===== config.mk =====
export PLATFORM = sky130hd
export DESIGN_NAME = indexed_insert_delete_array_top
export DESIGN_NICKNAME = d
export VERILOG_FILES = /design/src/rtl/core/iida_pkg.sv /design/src/rtl/core/indexed_insert_delete_array_top.sv /design/src/rtl/core/iida_cell.sv
export SDC_FILE = /design/constraint.sdc
export NUM_CORES = 2
export LEC_CHECK = 0
export BUFFER_PORTS_ARGS = -buffer_cell sky130_fd_sc_hd__buf_2
export CAP_MARGIN = 20
export CELL_PAD_IN_SITES_DETAIL_PLACEMENT = 1
export CELL_PAD_IN_SITES_GLOBAL_PLACEMENT = 1
export CORE_UTILIZATION = 40
export DETAILED_ROUTE_END_ITERATION = 8
export PLACE_DENSITY = 0.69
export SETUP_SLACK_MARGIN = 0.15
export SKIP_LAST_GASP = 1
export SLEW_MARGIN = 20
export SYNTH_ARGS = -nofsm -noshare
export SYNTH_HDL_FRONTEND = slang
export SYNTH_HIERARCHICAL = 1
export SYNTH_SLANG_ARGS = --single-unit

===== constraint.sdc =====
create_clock -name clk -period 16.25 [get_ports clk]
set_input_delay 3.25 -clock clk [delete_from_list [all_inputs] [get_ports clk]]
set_output_delay 3.25 -clock clk [all_outputs]
set_load 0.05 [all_outputs]

===== src/rtl/core/iida_pkg.sv =====
// Shared definitions for the indexed insert/delete array block.
// Holds field widths, operation, status and register codes, the cell control
// struct and the small capacity divider. No dependencies.
package iida_pkg;

	// Field widths on the stream and configuration ports.
	localparam int FUNC_W     = 3;
	localparam int POS_W      = 5;
	localparam int VAL_W      = 32;
	localparam int STAT_W     = 2;
	localparam int CNT_OUT_W  = 5;
	localparam int CAP_W      = 7;
	localparam int GF_W       = 3;
	localparam int IC_W       = 5;
	localparam int CFG_IDX_W  = 3;
	localparam int CFG_DATA_W = 32;

	// Wide enough for any cell index or entry count up to the largest depth.
	localparam int CELL_POS_W = 11;

	// Default sizes of the store.
	localparam int DEPTH_DEF      = 16;
	localparam int DATA_WIDTH_DEF = 32;

	localparam logic [CAP_W-1:0] CAP_MAX = 7'd127;

	// Operation codes carried by an input item.
	localparam logic [FUNC_W-1:0] FN_PUSH   = 3'd0;
	localparam logic [FUNC_W-1:0] FN_POP    = 3'd1;
	localparam logic [FUNC_W-1:0] FN_INSERT = 3'd2;
	localparam logic [FUNC_W-1:0] FN_DELETE = 3'd3;
	localparam logic [FUNC_W-1:0] FN_READ   = 3'd4;
	localparam logic [FUNC_W-1:0] FN_RELOAD = 3'd5;

	// Result status codes.
	localparam logic [STAT_W-1:0] ST_OK    = 2'd0;
	localparam logic [STAT_W-1:0] ST_RANGE = 2'd1;
	localparam logic [STAT_W-1:0] ST_EMPTY = 2'd2;
	localparam logic [STAT_W-1:0] ST_FULL  = 2'd3;

	// Configuration register indexes.
	localparam logic [CFG_IDX_W-1:0] CFG_GROWTH    = 3'd0;
	localparam logic [CFG_IDX_W-1:0] CFG_INIT_CAP  = 3'd1;
	localparam logic [CFG_IDX_W-1:0] CFG_FILL_EN   = 3'd2;
	localparam logic [CFG_IDX_W-1:0] CFG_FILL_VAL  = 3'd3;

	// Per-cycle command broadcast to every cell.
	localparam logic [2:0] COP_HOLD   = 3'd0;
	localparam logic [2:0] COP_PUSH   = 3'd1;
	localparam logic [2:0] COP_INSERT = 3'd2;
	localparam logic [2:0] COP_DELETE = 3'd3;
	localparam logic [2:0] COP_FILL   = 3'd4;

	typedef struct packed {
		logic [2:0]            op;
		logic [CELL_POS_W-1:0] pos;
		logic [CELL_POS_W-1:0] lim;
	} cell_ctrl_t;

	// Capacity divided by a factor of 2 to 7, using reciprocal multiplies
	// that are exact for every 7-bit capacity.
	function automatic logic [CAP_W-1:0] cap_div(input logic [CAP_W-1:0] cap,
			input logic [GF_W-1:0] g);
		logic [14:0] p;
		logic [CAP_W-1:0] q;
		p = 15'(cap);
		unique case (g)
			3'd3: begin
				p = 15'(cap) * 15'd171;
				q = 7'(p >> 9);
			end
			3'd4: q = cap >> 2;
			3'd5: begin
				p = 15'(cap) * 15'd205;
				q = 7'(p >> 10);
			end
			3'd6: begin
				p = 15'(cap) * 15'd171;
				q = 7'(p >> 10);
			end
			3'd7: begin
				p = 15'(cap) * 15'd147;
				q = 7'(p >> 10);
			end
			default: q = p[CAP_W:1];
		endcase
		return q;
	endfunction

endpackage


===== src/rtl/core/indexed_insert_delete_array_top.sv =====
// Top level of the indexed insert/delete array: stream ports, configuration
// registers, count and capacity control and the chain of iida_cell entries.
// Depends on iida_pkg and iida_cell.
//
// Usage: each input transfer carries one operation (push, pop, insert,
// delete, read, reload) in s_axis_tuser with its position and value in
// s_axis_tdata. Each operation gives exactly one result transfer on the
// m_axis side with a status in m_axis_tuser and the read value, count,
// logical capacity and empty flag in m_axis_tdata.
// The result is registered: an accepted input waits in the execute stage
// and is written to the output register once that register is free. A new
// input is taken only while the single-entry execute stage is empty; that
// stage updates the whole cell chain and the count and capacity registers
// in the same cycle. Insert and delete move every later entry by one cell.
// Configuration writes (cfg_we, cfg_index, cfg_wdata) take effect at once
// and must only be made while no item is in flight.
// Reset: count 0, capacity 1, registers at their defaults, no result held.
// Entry contents are not cleared. When the receiver stalls, the result
// stays in the output register, one more item may be taken into the execute
// stage, and further input is held off until the result is transferred.
module indexed_insert_delete_array_top #(
	parameter int DEPTH      = iida_pkg::DEPTH_DEF,
	parameter int DATA_WIDTH = iida_pkg::DATA_WIDTH_DEF
) (
	input  logic        clk,
	input  logic        arst_n,
	// Input stream.
	input  logic        s_axis_tvalid,
	output logic        s_axis_tready,
	input  logic [39:0] s_axis_tdata,   // position[4:0], element_value[36:5], zero pad
	input  logic [2:0]  s_axis_tuser,   // func[2:0]
	// Result stream.
	output logic        m_axis_tvalid,
	input  logic        m_axis_tready,
	output logic [47:0] m_axis_tdata,   // read_value[31:0], count[36:32],
	                                    // logical_capacity[43:37], is_empty_flag[44]
	output logic [1:0]  m_axis_tuser,   // status[1:0]
	// Configuration write port.
	input  logic        cfg_we,
	input  logic [iida_pkg::CFG_IDX_W-1:0]  cfg_index,
	input  logic [iida_pkg::CFG_DATA_W-1:0] cfg_wdata
);

	localparam int CNT_W = $clog2(DEPTH + 1);
	localparam int IDX_W = $clog2(DEPTH);
	localparam int CW    = (CNT_W > iida_pkg::POS_W) ? CNT_W : iida_pkg::POS_W;
	localparam int WW    = ((CW > iida_pkg::CAP_W) ? CW : iida_pkg::CAP_W) + 3;
	localparam int MW    = (DATA_WIDTH > iida_pkg::VAL_W) ? DATA_WIDTH : iida_pkg::VAL_W;
	localparam logic [WW-1:0] DEPTH_W = WW'(DEPTH);

	// Configuration registers.
	logic [iida_pkg::GF_W-1:0]  gf_q;
	logic [iida_pkg::IC_W-1:0]  ic_q;
	logic                       fe_q;
	logic [iida_pkg::VAL_W-1:0] fv_q;

	// Execute stage.
	logic                          valid_s1;
	logic [iida_pkg::FUNC_W-1:0]   func_s1;
	logic [iida_pkg::POS_W-1:0]    pos_s1;
	logic [iida_pkg::VAL_W-1:0]    val_s1;

	// Architectural state.
	logic [CNT_W-1:0]          cnt_q;
	logic [iida_pkg::CAP_W-1:0] cap_q;

	// Output register.
	logic                           m_valid_q;
	logic [iida_pkg::STAT_W-1:0]    status_q;
	logic [iida_pkg::VAL_W-1:0]     rd_q;
	logic [iida_pkg::CNT_OUT_W-1:0] cnt_out_q;
	logic [iida_pkg::CAP_W-1:0]     cap_out_q;
	logic                           empty_q;

	logic in_xfer;
	logic exec;

	// Decision logic.
	logic [iida_pkg::GF_W-1:0]  factor;
	logic [WW-1:0]              cnt_w;
	logic [WW-1:0]              cap_w;
	logic [WW-1:0]              pos_w;
	logic [WW-1:0]              ic_w;
	logic [WW-1:0]              fill_n;
	logic                       full;
	logic [9:0]                 cap_prod;
	logic [iida_pkg::CAP_W-1:0] cap_grown;
	logic [CNT_W-1:0]           cnt_dec;
	logic                       sparse;
	logic [iida_pkg::CAP_W-1:0] cap_quot;
	logic [iida_pkg::CAP_W-1:0] cap_shrunk;
	logic [iida_pkg::CAP_W-1:0] cap_reload;

	logic [iida_pkg::STAT_W-1:0] status_nx;
	logic [CNT_W-1:0]            cnt_nx;
	logic [iida_pkg::CAP_W-1:0]  cap_nx;
	logic [iida_pkg::VAL_W-1:0]  rd_nx;
	logic [2:0]                  cop;
	logic [CNT_W-1:0]            clim;
	logic [iida_pkg::VAL_W-1:0]  wr_val;

	// Cell chain.
	iida_pkg::cell_ctrl_t    cell_ctrl;
	logic [MW-1:0]           wr_mw;
	logic [DATA_WIDTH-1:0]   cell_wdata;
	logic [DATA_WIDTH-1:0]   cell_data [DEPTH];
	logic [DATA_WIDTH-1:0]   cell_rd;
	logic [MW-1:0]           rd_mw;

	assign in_xfer       = s_axis_tvalid && s_axis_tready;
	assign s_axis_tready = !valid_s1;
	assign exec          = valid_s1 && (!m_valid_q || m_axis_tready);

	// Configuration writes.
	always_ff @(posedge clk or negedge arst_n) begin
		if (!arst_n) begin
			gf_q <= 3'd2;
			ic_q <= 5'd1;
			fe_q <= 1'b0;
			fv_q <= '0;
		end else if (cfg_we) begin
			unique case (cfg_index)
				iida_pkg::CFG_GROWTH:   gf_q <= cfg_wdata[iida_pkg::GF_W-1:0];
				iida_pkg::CFG_INIT_CAP: ic_q <= cfg_wdata[iida_pkg::IC_W-1:0];
				iida_pkg::CFG_FILL_EN:  fe_q <= cfg_wdata[0];
				iida_pkg::CFG_FILL_VAL: fv_q <= cfg_wdata;
				default: ;
			endcase
		end
	end

	// Execute stage valid: set on an input transfer, cleared when it runs.
	always_ff @(posedge clk or negedge arst_n) begin
		if (!arst_n) begin
			valid_s1 <= 1'b0;
		end else if (in_xfer) begin
			valid_s1 <= 1'b1;
		end else if (exec) begin
			valid_s1 <= 1'b0;
		end
	end

	// Execute stage payload.
	always_ff @(posedge clk) begin
		if (in_xfer) begin
			func_s1 <= s_axis_tuser;
			pos_s1  <= s_axis_tdata[4:0];
			val_s1  <= s_axis_tdata[36:5];
		end
	end

	// Shared arithmetic for growth, shrink and reload.
	always_comb begin
		factor    = (gf_q < 3'd2) ? 3'd2 : gf_q;
		cnt_w     = WW'(cnt_q);
		cap_w     = WW'(cap_q);
		pos_w     = WW'(pos_s1);
		ic_w      = WW'(ic_q);
		full      = cnt_w >= DEPTH_W;
		cap_prod  = 10'(cap_q) * 10'(factor);
		cap_grown = (cnt_w < cap_w) ? cap_q :
			((cap_prod > 10'(iida_pkg::CAP_MAX)) ? iida_pkg::CAP_MAX : cap_prod[6:0]);
		cnt_dec   = cnt_q - CNT_W'(1);
		sparse    = (cnt_dec == '0) || (cap_w >= WW'(cnt_dec) * WW'(factor));
		cap_quot  = iida_pkg::cap_div(cap_q, factor);
		cap_shrunk = (cap_quot == '0) ? 7'd1 : cap_quot;
		cap_reload = (ic_q == '0) ? 7'd1 : iida_pkg::CAP_W'(ic_q);
		fill_n    = (ic_w > DEPTH_W) ? DEPTH_W : ic_w;
	end

	// Read port of the chain, only used when the position is below the count.
	assign cell_rd = cell_data[pos_w[IDX_W-1:0]];
	assign rd_mw   = MW'(cell_rd);

	// Operation decode.
	always_comb begin
		status_nx = iida_pkg::ST_OK;
		cnt_nx    = cnt_q;
		cap_nx    = cap_q;
		rd_nx     = '0;
		cop       = iida_pkg::COP_HOLD;
		clim      = cnt_q;
		wr_val    = val_s1;
		unique case (func_s1)
			iida_pkg::FN_PUSH: begin
				if (full) begin
					status_nx = iida_pkg::ST_FULL;
				end else begin
					cap_nx = cap_grown;
					cnt_nx = cnt_q + CNT_W'(1);
					cop    = iida_pkg::COP_PUSH;
				end
			end
			iida_pkg::FN_POP: begin
				if (cnt_q == '0) begin
					status_nx = iida_pkg::ST_EMPTY;
				end else begin
					cnt_nx = cnt_dec;
					if (sparse) begin
						cap_nx = cap_shrunk;
					end
				end
			end
			iida_pkg::FN_INSERT: begin
				priority if (pos_w > cnt_w) begin
					status_nx = iida_pkg::ST_RANGE;
				end else if (full) begin
					status_nx = iida_pkg::ST_FULL;
				end else begin
					cap_nx = cap_grown;
					cnt_nx = cnt_q + CNT_W'(1);
					cop    = iida_pkg::COP_INSERT;
				end
			end
			iida_pkg::FN_DELETE: begin
				if (pos_w >= cnt_w) begin
					status_nx = iida_pkg::ST_RANGE;
				end else begin
					cnt_nx = cnt_dec;
					cop    = iida_pkg::COP_DELETE;
				end
			end
			iida_pkg::FN_READ: begin
				if (pos_w >= cnt_w) begin
					status_nx = iida_pkg::ST_RANGE;
				end else begin
					rd_nx = rd_mw[iida_pkg::VAL_W-1:0];
				end
			end
			iida_pkg::FN_RELOAD: begin
				cap_nx = cap_reload;
				if (fe_q) begin
					cnt_nx = CNT_W'(fill_n);
					clim   = CNT_W'(fill_n);
					wr_val = fv_q;
					cop    = iida_pkg::COP_FILL;
				end else begin
					cnt_nx = '0;
				end
			end
			default: ;
		endcase
	end

	// Command broadcast to the cells; only acts in the execute cycle.
	assign cell_ctrl.op  = exec ? cop : iida_pkg::COP_HOLD;
	assign cell_ctrl.pos = iida_pkg::CELL_POS_W'(pos_s1);
	assign cell_ctrl.lim = iida_pkg::CELL_POS_W'(clim);
	assign wr_mw         = MW'(wr_val);
	assign cell_wdata    = wr_mw[DATA_WIDTH-1:0];

	// Chain of cells, each linked to its neighbors.
	for (genvar i = 0; i < DEPTH; i++) begin : g_cell
		logic [DATA_WIDTH-1:0] left_d;
		logic [DATA_WIDTH-1:0] right_d;
		if (i == 0) begin : g_first
			assign left_d = '0;
		end else begin : g_mid_l
			assign left_d = cell_data[i-1];
		end
		if (i == DEPTH - 1) begin : g_last
			assign right_d = cell_data[i];
		end else begin : g_mid_r
			assign right_d = cell_data[i+1];
		end
		iida_cell #(
			.DATA_WIDTH(DATA_WIDTH),
			.INDEX     (i)
		) u_cell (
			.clk  (clk),
			.ctrl (cell_ctrl),
			.wdata(cell_wdata),
			.left (left_d),
			.right(right_d),
			.data (cell_data[i])
		);
	end

	// Count and capacity state.
	always_ff @(posedge clk or negedge arst_n) begin
		if (!arst_n) begin
			cnt_q <= '0;
			cap_q <= 7'd1;
		end else if (exec) begin
			cnt_q <= cnt_nx;
			cap_q <= cap_nx;
		end
	end

	// Output register valid.
	always_ff @(posedge clk or negedge arst_n) begin
		if (!arst_n) begin
			m_valid_q <= 1'b0;
		end else if (exec) begin
			m_valid_q <= 1'b1;
		end else if (m_axis_tready) begin
			m_valid_q <= 1'b0;
		end
	end

	// Output register payload.
	always_ff @(posedge clk) begin
		if (exec) begin
			status_q  <= status_nx;
			rd_q      <= rd_nx;
			cnt_out_q <= cnt_nx[iida_pkg::CNT_OUT_W-1:0];
			cap_out_q <= cap_nx;
			empty_q   <= (cnt_nx == '0);
		end
	end

	assign m_axis_tvalid = m_valid_q;
	assign m_axis_tuser  = status_q;
	assign m_axis_tdata  = {3'b000, empty_q, cap_out_q, cnt_out_q, rd_q};

endmodule


===== src/rtl/core/iida_cell.sv =====
// One storage cell of the entry chain: holds one entry and takes a new
// value from the write bus or from a neighbor. Depends on iida_pkg.
module iida_cell #(
	parameter int DATA_WIDTH = iida_pkg::DATA_WIDTH_DEF,
	parameter int INDEX      = 0
) (
	input  logic                   clk,
	input  iida_pkg::cell_ctrl_t   ctrl,
	input  logic [DATA_WIDTH-1:0]  wdata,
	input  logic [DATA_WIDTH-1:0]  left,
	input  logic [DATA_WIDTH-1:0]  right,
	output logic [DATA_WIDTH-1:0]  data
);

	localparam logic [iida_pkg::CELL_POS_W-1:0] ME = iida_pkg::CELL_POS_W'(INDEX);

	logic [DATA_WIDTH-1:0] data_q;

	// Each cell decides from its own position which source it loads.
	always_ff @(posedge clk) begin
		unique case (ctrl.op)
			iida_pkg::COP_PUSH: begin
				if (ME == ctrl.lim) begin
					data_q <= wdata;
				end
			end
			iida_pkg::COP_INSERT: begin
				if (ME == ctrl.pos) begin
					data_q <= wdata;
				end else if (ME > ctrl.pos && ME <= ctrl.lim) begin
					data_q <= left;
				end
			end
			iida_pkg::COP_DELETE: begin
				if (ME >= ctrl.pos) begin
					data_q <= right;
				end
			end
			iida_pkg::COP_FILL: begin
				if (ME < ctrl.lim) begin
					data_q <= wdata;
				end
			end
			default: data_q <= data_q;
		endcase
	end

	assign data = data_q;

endmodule


# Yosys cells after proc, flatten, opt, wreduce, memory -nomap -nowiden
# Cells that the tools add are included.
[op_classes]
order_cmp = 72
n_reduce_logical = 57
eq_ne = 110
bitwise = 2
multipliers = 5
add_sub_neg = 2
muxes = 136
[op_table]
columns = ["cell", "count"]
rows = [
  ["$mux W32", 83],
  ["$pmux W32 S4", 15],
  ["$bmux W32 S4", 1],
  ["$pmux W32 S3", 1],
  ["$ne A2 B1 Y1 const B", 47],
  ["$eq A4 B5 Y1 const A", 16],
  ["$reduce_and A5 Y1", 15],
  ["$mux W7", 7],
  ["$ne A3 B1 Y1 const B", 16],
  ["$mul A7 B8 Y15 const B", 3],
  ["$mux W5", 9],
  ["$eq A3 B5 Y1 const A", 8],
  ["$gt A4 B5 Y1 const A", 8],
  ["$le A4 B5 Y1 const A", 8],
  ["$lt A4 B5 Y1 const A", 8],
  ["$ge A4 B5 Y1 const A", 7],
  ["$pmux W6 S5", 1],
  ["$pmux W7 S4", 1],
  ["$pmux W5 S5", 1],
  ["$logic_not A11 Y1", 2],
  ["$eq A3 B2 Y1 const B", 7],
  ["$eq A3 B3 Y1 const B", 7],
  ["$eq A2 B5 Y1 const A", 4],
  ["$ge A3 B5 Y1 const A", 4],
  ["other kinds (44)", 105],
]
[word_totals]
output_inout_bits = 52
in_bits = 83
reg_bits = 654

# Longest topological paths before layout
[depth]
ltp_word = 9
ltp_mapped = 19

# By module
# The synthesis kept the hierarchy.
[modules_own_cells]
columns = ["module", "instances", "cells_per_inst", "area_per_inst_um2"]
rows = [
  ["indexed_insert_delete_array_top", 1, 1160, 14068.5],
  ["iida_cell at g_cell[14].u_cell", 1, 326, 2915.3],
  ["iida_cell at g_cell[6].u_cell", 1, 317, 2861.5],
  ["iida_cell at g_cell[7].u_cell", 1, 200, 2120.8],
  ["iida_cell at g_cell[1].u_cell", 1, 164, 2119.5],
  ["iida_cell at g_cell[10].u_cell", 1, 209, 2037.0],
  ["iida_cell at g_cell[15].u_cell", 1, 205, 2011.9],
  ["iida_cell at g_cell[2].u_cell", 1, 169, 2004.4],
  ["iida_cell at g_cell[0].u_cell", 1, 201, 1974.4],
  ["iida_cell at g_cell[12].u_cell", 1, 206, 1955.6],
  ["iida_cell at g_cell[3].u_cell", 1, 168, 1931.9],
  ["iida_cell at g_cell[13].u_cell", 1, 133, 1856.8],
  ["iida_cell at g_cell[9].u_cell", 1, 162, 1821.7],
  ["iida_cell at g_cell[5].u_cell", 1, 199, 1806.7],
  ["+3 rows", "n/a", "n/a", "n/a"],
]

# Worst setup path after synthesis
# OpenSTA, ideal clock, no wires.
[synth_path]
path_type = "input-to-reg"
from = "input m_axis_tready"
to = "register g_cell[6].u_cell.data_q[0], enable pin"
setup_slack_ns = 5.130
path_stages = 8
arrival_ns = 10.646
n_path_buf = 2
setup_time_ns = 0.474
cell_sequence = "nand2b_1 nand2_1 clkbuf_1 nor4b_1 nand2b_1 buf_6 o41a_1 a221oi_1"
[synth_lines]
columns = ["element", "line_no", "rtl"]
rows = [
  ["start, declared", "indexed_insert_delete_array_top.sv:34", "input logic m_axis_tready,"],
  ["end signal, assigned", "iida_cell.sv:24", "data_q <= wdata;"],
  ["end signal, assigned", "iida_cell.sv:29", "data_q <= wdata;"],
  ["end signal, assigned", "iida_cell.sv:31", "data_q <= left;"],
  ["end, declared", "iida_cell.sv:17", "logic [DATA_WIDTH-1:0] data_q;"],
]

==> flow_summary.json <==
{
  "critPathLaunchType": "input pin",
  "vias": 44686,
  "grt_max_degree": 132,
  "peakVddDrop_mv": 0.0830,
  "tritoncts": "built",
  "p_per_area_nw_per_um2": 154,
  "ys_warn_count": 6,
  "top_layer_used": "met5",
  "clk_path_buf_depth": 3,
  "status": "complete, no violations",
  "yosysTopAreaCell": "edfxtp_1",
  "crit_fanout": 66,
  "wl_um": 222000,
  "die-area_um2": 118000,
  "pwr-share-clk_pct": 23.6,
  "drc": 0,
  "grt.overflow.total": 0,
  "die_w_um": 344,
  "synthCells": 4279,
  "period_minus_slack_ns": 7.66,
  "drtPass1Iterations": 6,
  "postCtsSetupRepairBufs": 0,
  "initial_core_util_pct": 40.6,
  "finalHoldViolCount": 0,
  "setup_tns_ns": 0,
  "rsz0062_at_grt": "no",
  "cp.arrival_ns": 7.96,
  "cts.sinks": 654,
  "worst_slew_pin_slew_ns": 1.19,
  "maxCapViolCount": 0,
  "min_period_over_period_pct": 47.2,
  "leakagePower_uw": 0.0186,
  "areaGrowthSynthToFinish_pct": 11.2,
  "routedWlPerCell_um": 36.8,
  "worstPathRequired_ns": 16.54,
  "grt_usage_pct": 36.8,
  "post_cts_resized": 0,
  "antenna_found_initial": 24,
  "clkLatencyLatePin_ns": 0.69,
  "drt_iter0_drc": 6372,
  "slew_headroom_pct": 20.4,
  "yosys-top-cells-area": "edfxtp_1, mux4_2, o22ai_1",
  "dp_hpwl_um": 123000,
  "swShare_pct": 43.1,
  "synth-seq-cells": 654,
  "clk_pin_slew_ns": 0.06,
  "power_switching_uw": 3450,
  "setup_viol": 0,
  "met3_length_um": 29300,
  "wl_met1_um": 78900,
  "p_int_uw": 4550,
  "io-pin-count": 135,
  "row_count": 124,
  "ys_seq_area_share_pct": 41.5,
  "pwr-share-seq_pct": 30.3,
  "synth_edf_count": 599,
  "fill_cells": 12480,
  "gp_congestion": 0.896,
  "die_height_um": 344,
  "hp-class": "flop to flop",
  "core_area_um2": 115000,
  "htree_levels": 3,
  "routed-wl-met2_um": 98600,
  "numCtsBuffers": 81,
  "yosys_most_used_dff": "edfxtp_1",
  "end_kind": "flop",
  "grt_pass1_wl_um": 316000,
  "fmax_mhz": 131,
  "final_util_pct": 45.2,
  "avgSynthCellArea_um2": 10.9,
  "ctsHoldBuffers": 0,
  "drive_above_1_share_pct": 19.8,
  "synth-async-reset-ratio_pct": 8.41,
  "port_buffers": 128,
  "fin_worst_skew_ns": 0.0414,
  "maxSlewViolCount": 0,
  "post_drt_via_cell_ratio": 7.41,
  "root_buffer": "clkbuf_16",
  "path_class": "input pin to flop",
  "yosys.area.top_type_share_pct": 38.5,
  "synth.cell_area_um2": 46700,
  "comb_power_share_pct": 46.1,
  "ant_nets": 0,
  "layout.nets": 4689,
  "yosysUniqueCellTypes": 118,
  "grt_pass1_vias": 44212
}
[critical path, stage by stage]
cell and delay [ns]:
buf_2 0.07, nand2b_1 0.11, nand2_1 0.38, nor2_4 0.19, buf_4 0.38, buf_4 0.54, buf_4 0.65, nand2b_2 0.25
buf_4 0.79, a31oi_1 0.17, a221oi_4 0.31, buf_4 0.73
[stage by stage]
step                      hold slack [ns]  total power, uW  setup WS [ns]  area (um2)  instances
after floorplan                     0.475             4810           5.13       47600       4523
after global placement              0.484             5880           8.10       49300       5875
after detailed placement            0.492             6010           8.11       49300       5875
after CTS                           0.507             7890           8.81       51900       6021
after global routing                0.524             8280           8.60       51900       6028
final                               0.504             8000           8.59       51900       6034
[sequential cells by signal, summed over array words and instances (netlist names)]
signal	count
cap_out_q	7
cap_q	7
cnt_out_q	5
cnt_q	5
empty_q	1
fe_q	1
func_s1	3
fv_q	32
g_cell.u_cell/data	512
gf_q	3
ic_q	5
m_axis_tuser	2
m_axis_tvalid	1
pos_s1	5
rd_q	32
val_s1	32
valid_s1	1
[cells in the mapped netlist, drive strengths merged, types with 108 or more instances]
master and instances:
mux4 160, clkbuf 253, ha 129, nand2 108
a21oi 305, nor4 172, o22ai 515, nor2 139
nand3 109, edfxtp 599, buf 160, nor3 325
inv 122
[power by group through the flow]
stage	Combinational, uW	Sequential (uW)	Clock, uW
after global placement	3450	2440	0
after global routing	3900	2440	1940
after detailed placement	3570	2440	0
after floorplan	2280	2540	0
after CTS	3590	2410	1890
final	3690	2420	1890
[layer usage]
layer	up-vias	track usage [%]
li1	17488	-
met1	22453	45.5
met2	3707	56.9
met3	1026	11.0
met4	12	21.8
met5	-	0.240
[logic make-up after synthesis]
family	after synthesis	share of synthesized area (%)
flip-flops	654	41.5
multiplexers	277	10.4
adder cells (fa/ha/maj)	159	4.74
AND/OR/NAND/NOR	1389	17.9
AO/OA/AOI/OAI	1247	19.3
buffers and inverters	539	5.83
other	1	0.00803
XOR/XNOR	13	0.244
[final timing paths]
kind	from	end	slack (ns)	depth (start not counted)
max reg2reg	pos_s1[1]	g_cell[15].u_cell/data[9]	9.29	17
max in group asynchronous	arst_n	fv_q[4]	12.89	2
min in group asynchronous	arst_n	fv_q[21]	2.79	2
max	m_axis_tready	g_cell[6].u_cell/data[4]	8.59	12
min	fv_q[2]	fv_q[2]	0.50	1
min reg2reg	fv_q[2]	fv_q[2]	0.50	1
[cells in the final DEF (no fill, tap or decap), drive strengths merged, types with 129 or more instances in the layout]
master | netlist | routed
edfxtp | 599 | 599
conb | 1 | 245
ha | 129 | 129
nor3 | 325 | 325
mux4 | 160 | 160
nor2 | 139 | 139
nor4 | 172 | 172
a21oi | 305 | 305
buf | 160 | 256
o22ai | 515 | 515
[area by class of cell]
type / instances / area [um2] / area share [%]
Multi-Input combinational cell: 3330 / 25900 / 49.9
Sequential cell: 654 / 19400 / 37.3
Clock buffer: 101 / 2220 / 4.27
Tap cell: 1512 / 1890 / 3.64
Timing Repair Buffer: 256 / 1660 / 3.20
Inverter: 124 / 465 / 0.896
Clock inverter: 45 / 418 / 0.804
Antenna cell: 12 / 30.0 / 0.0578
No activity file was read; power rests on OpenSTA's default activity.
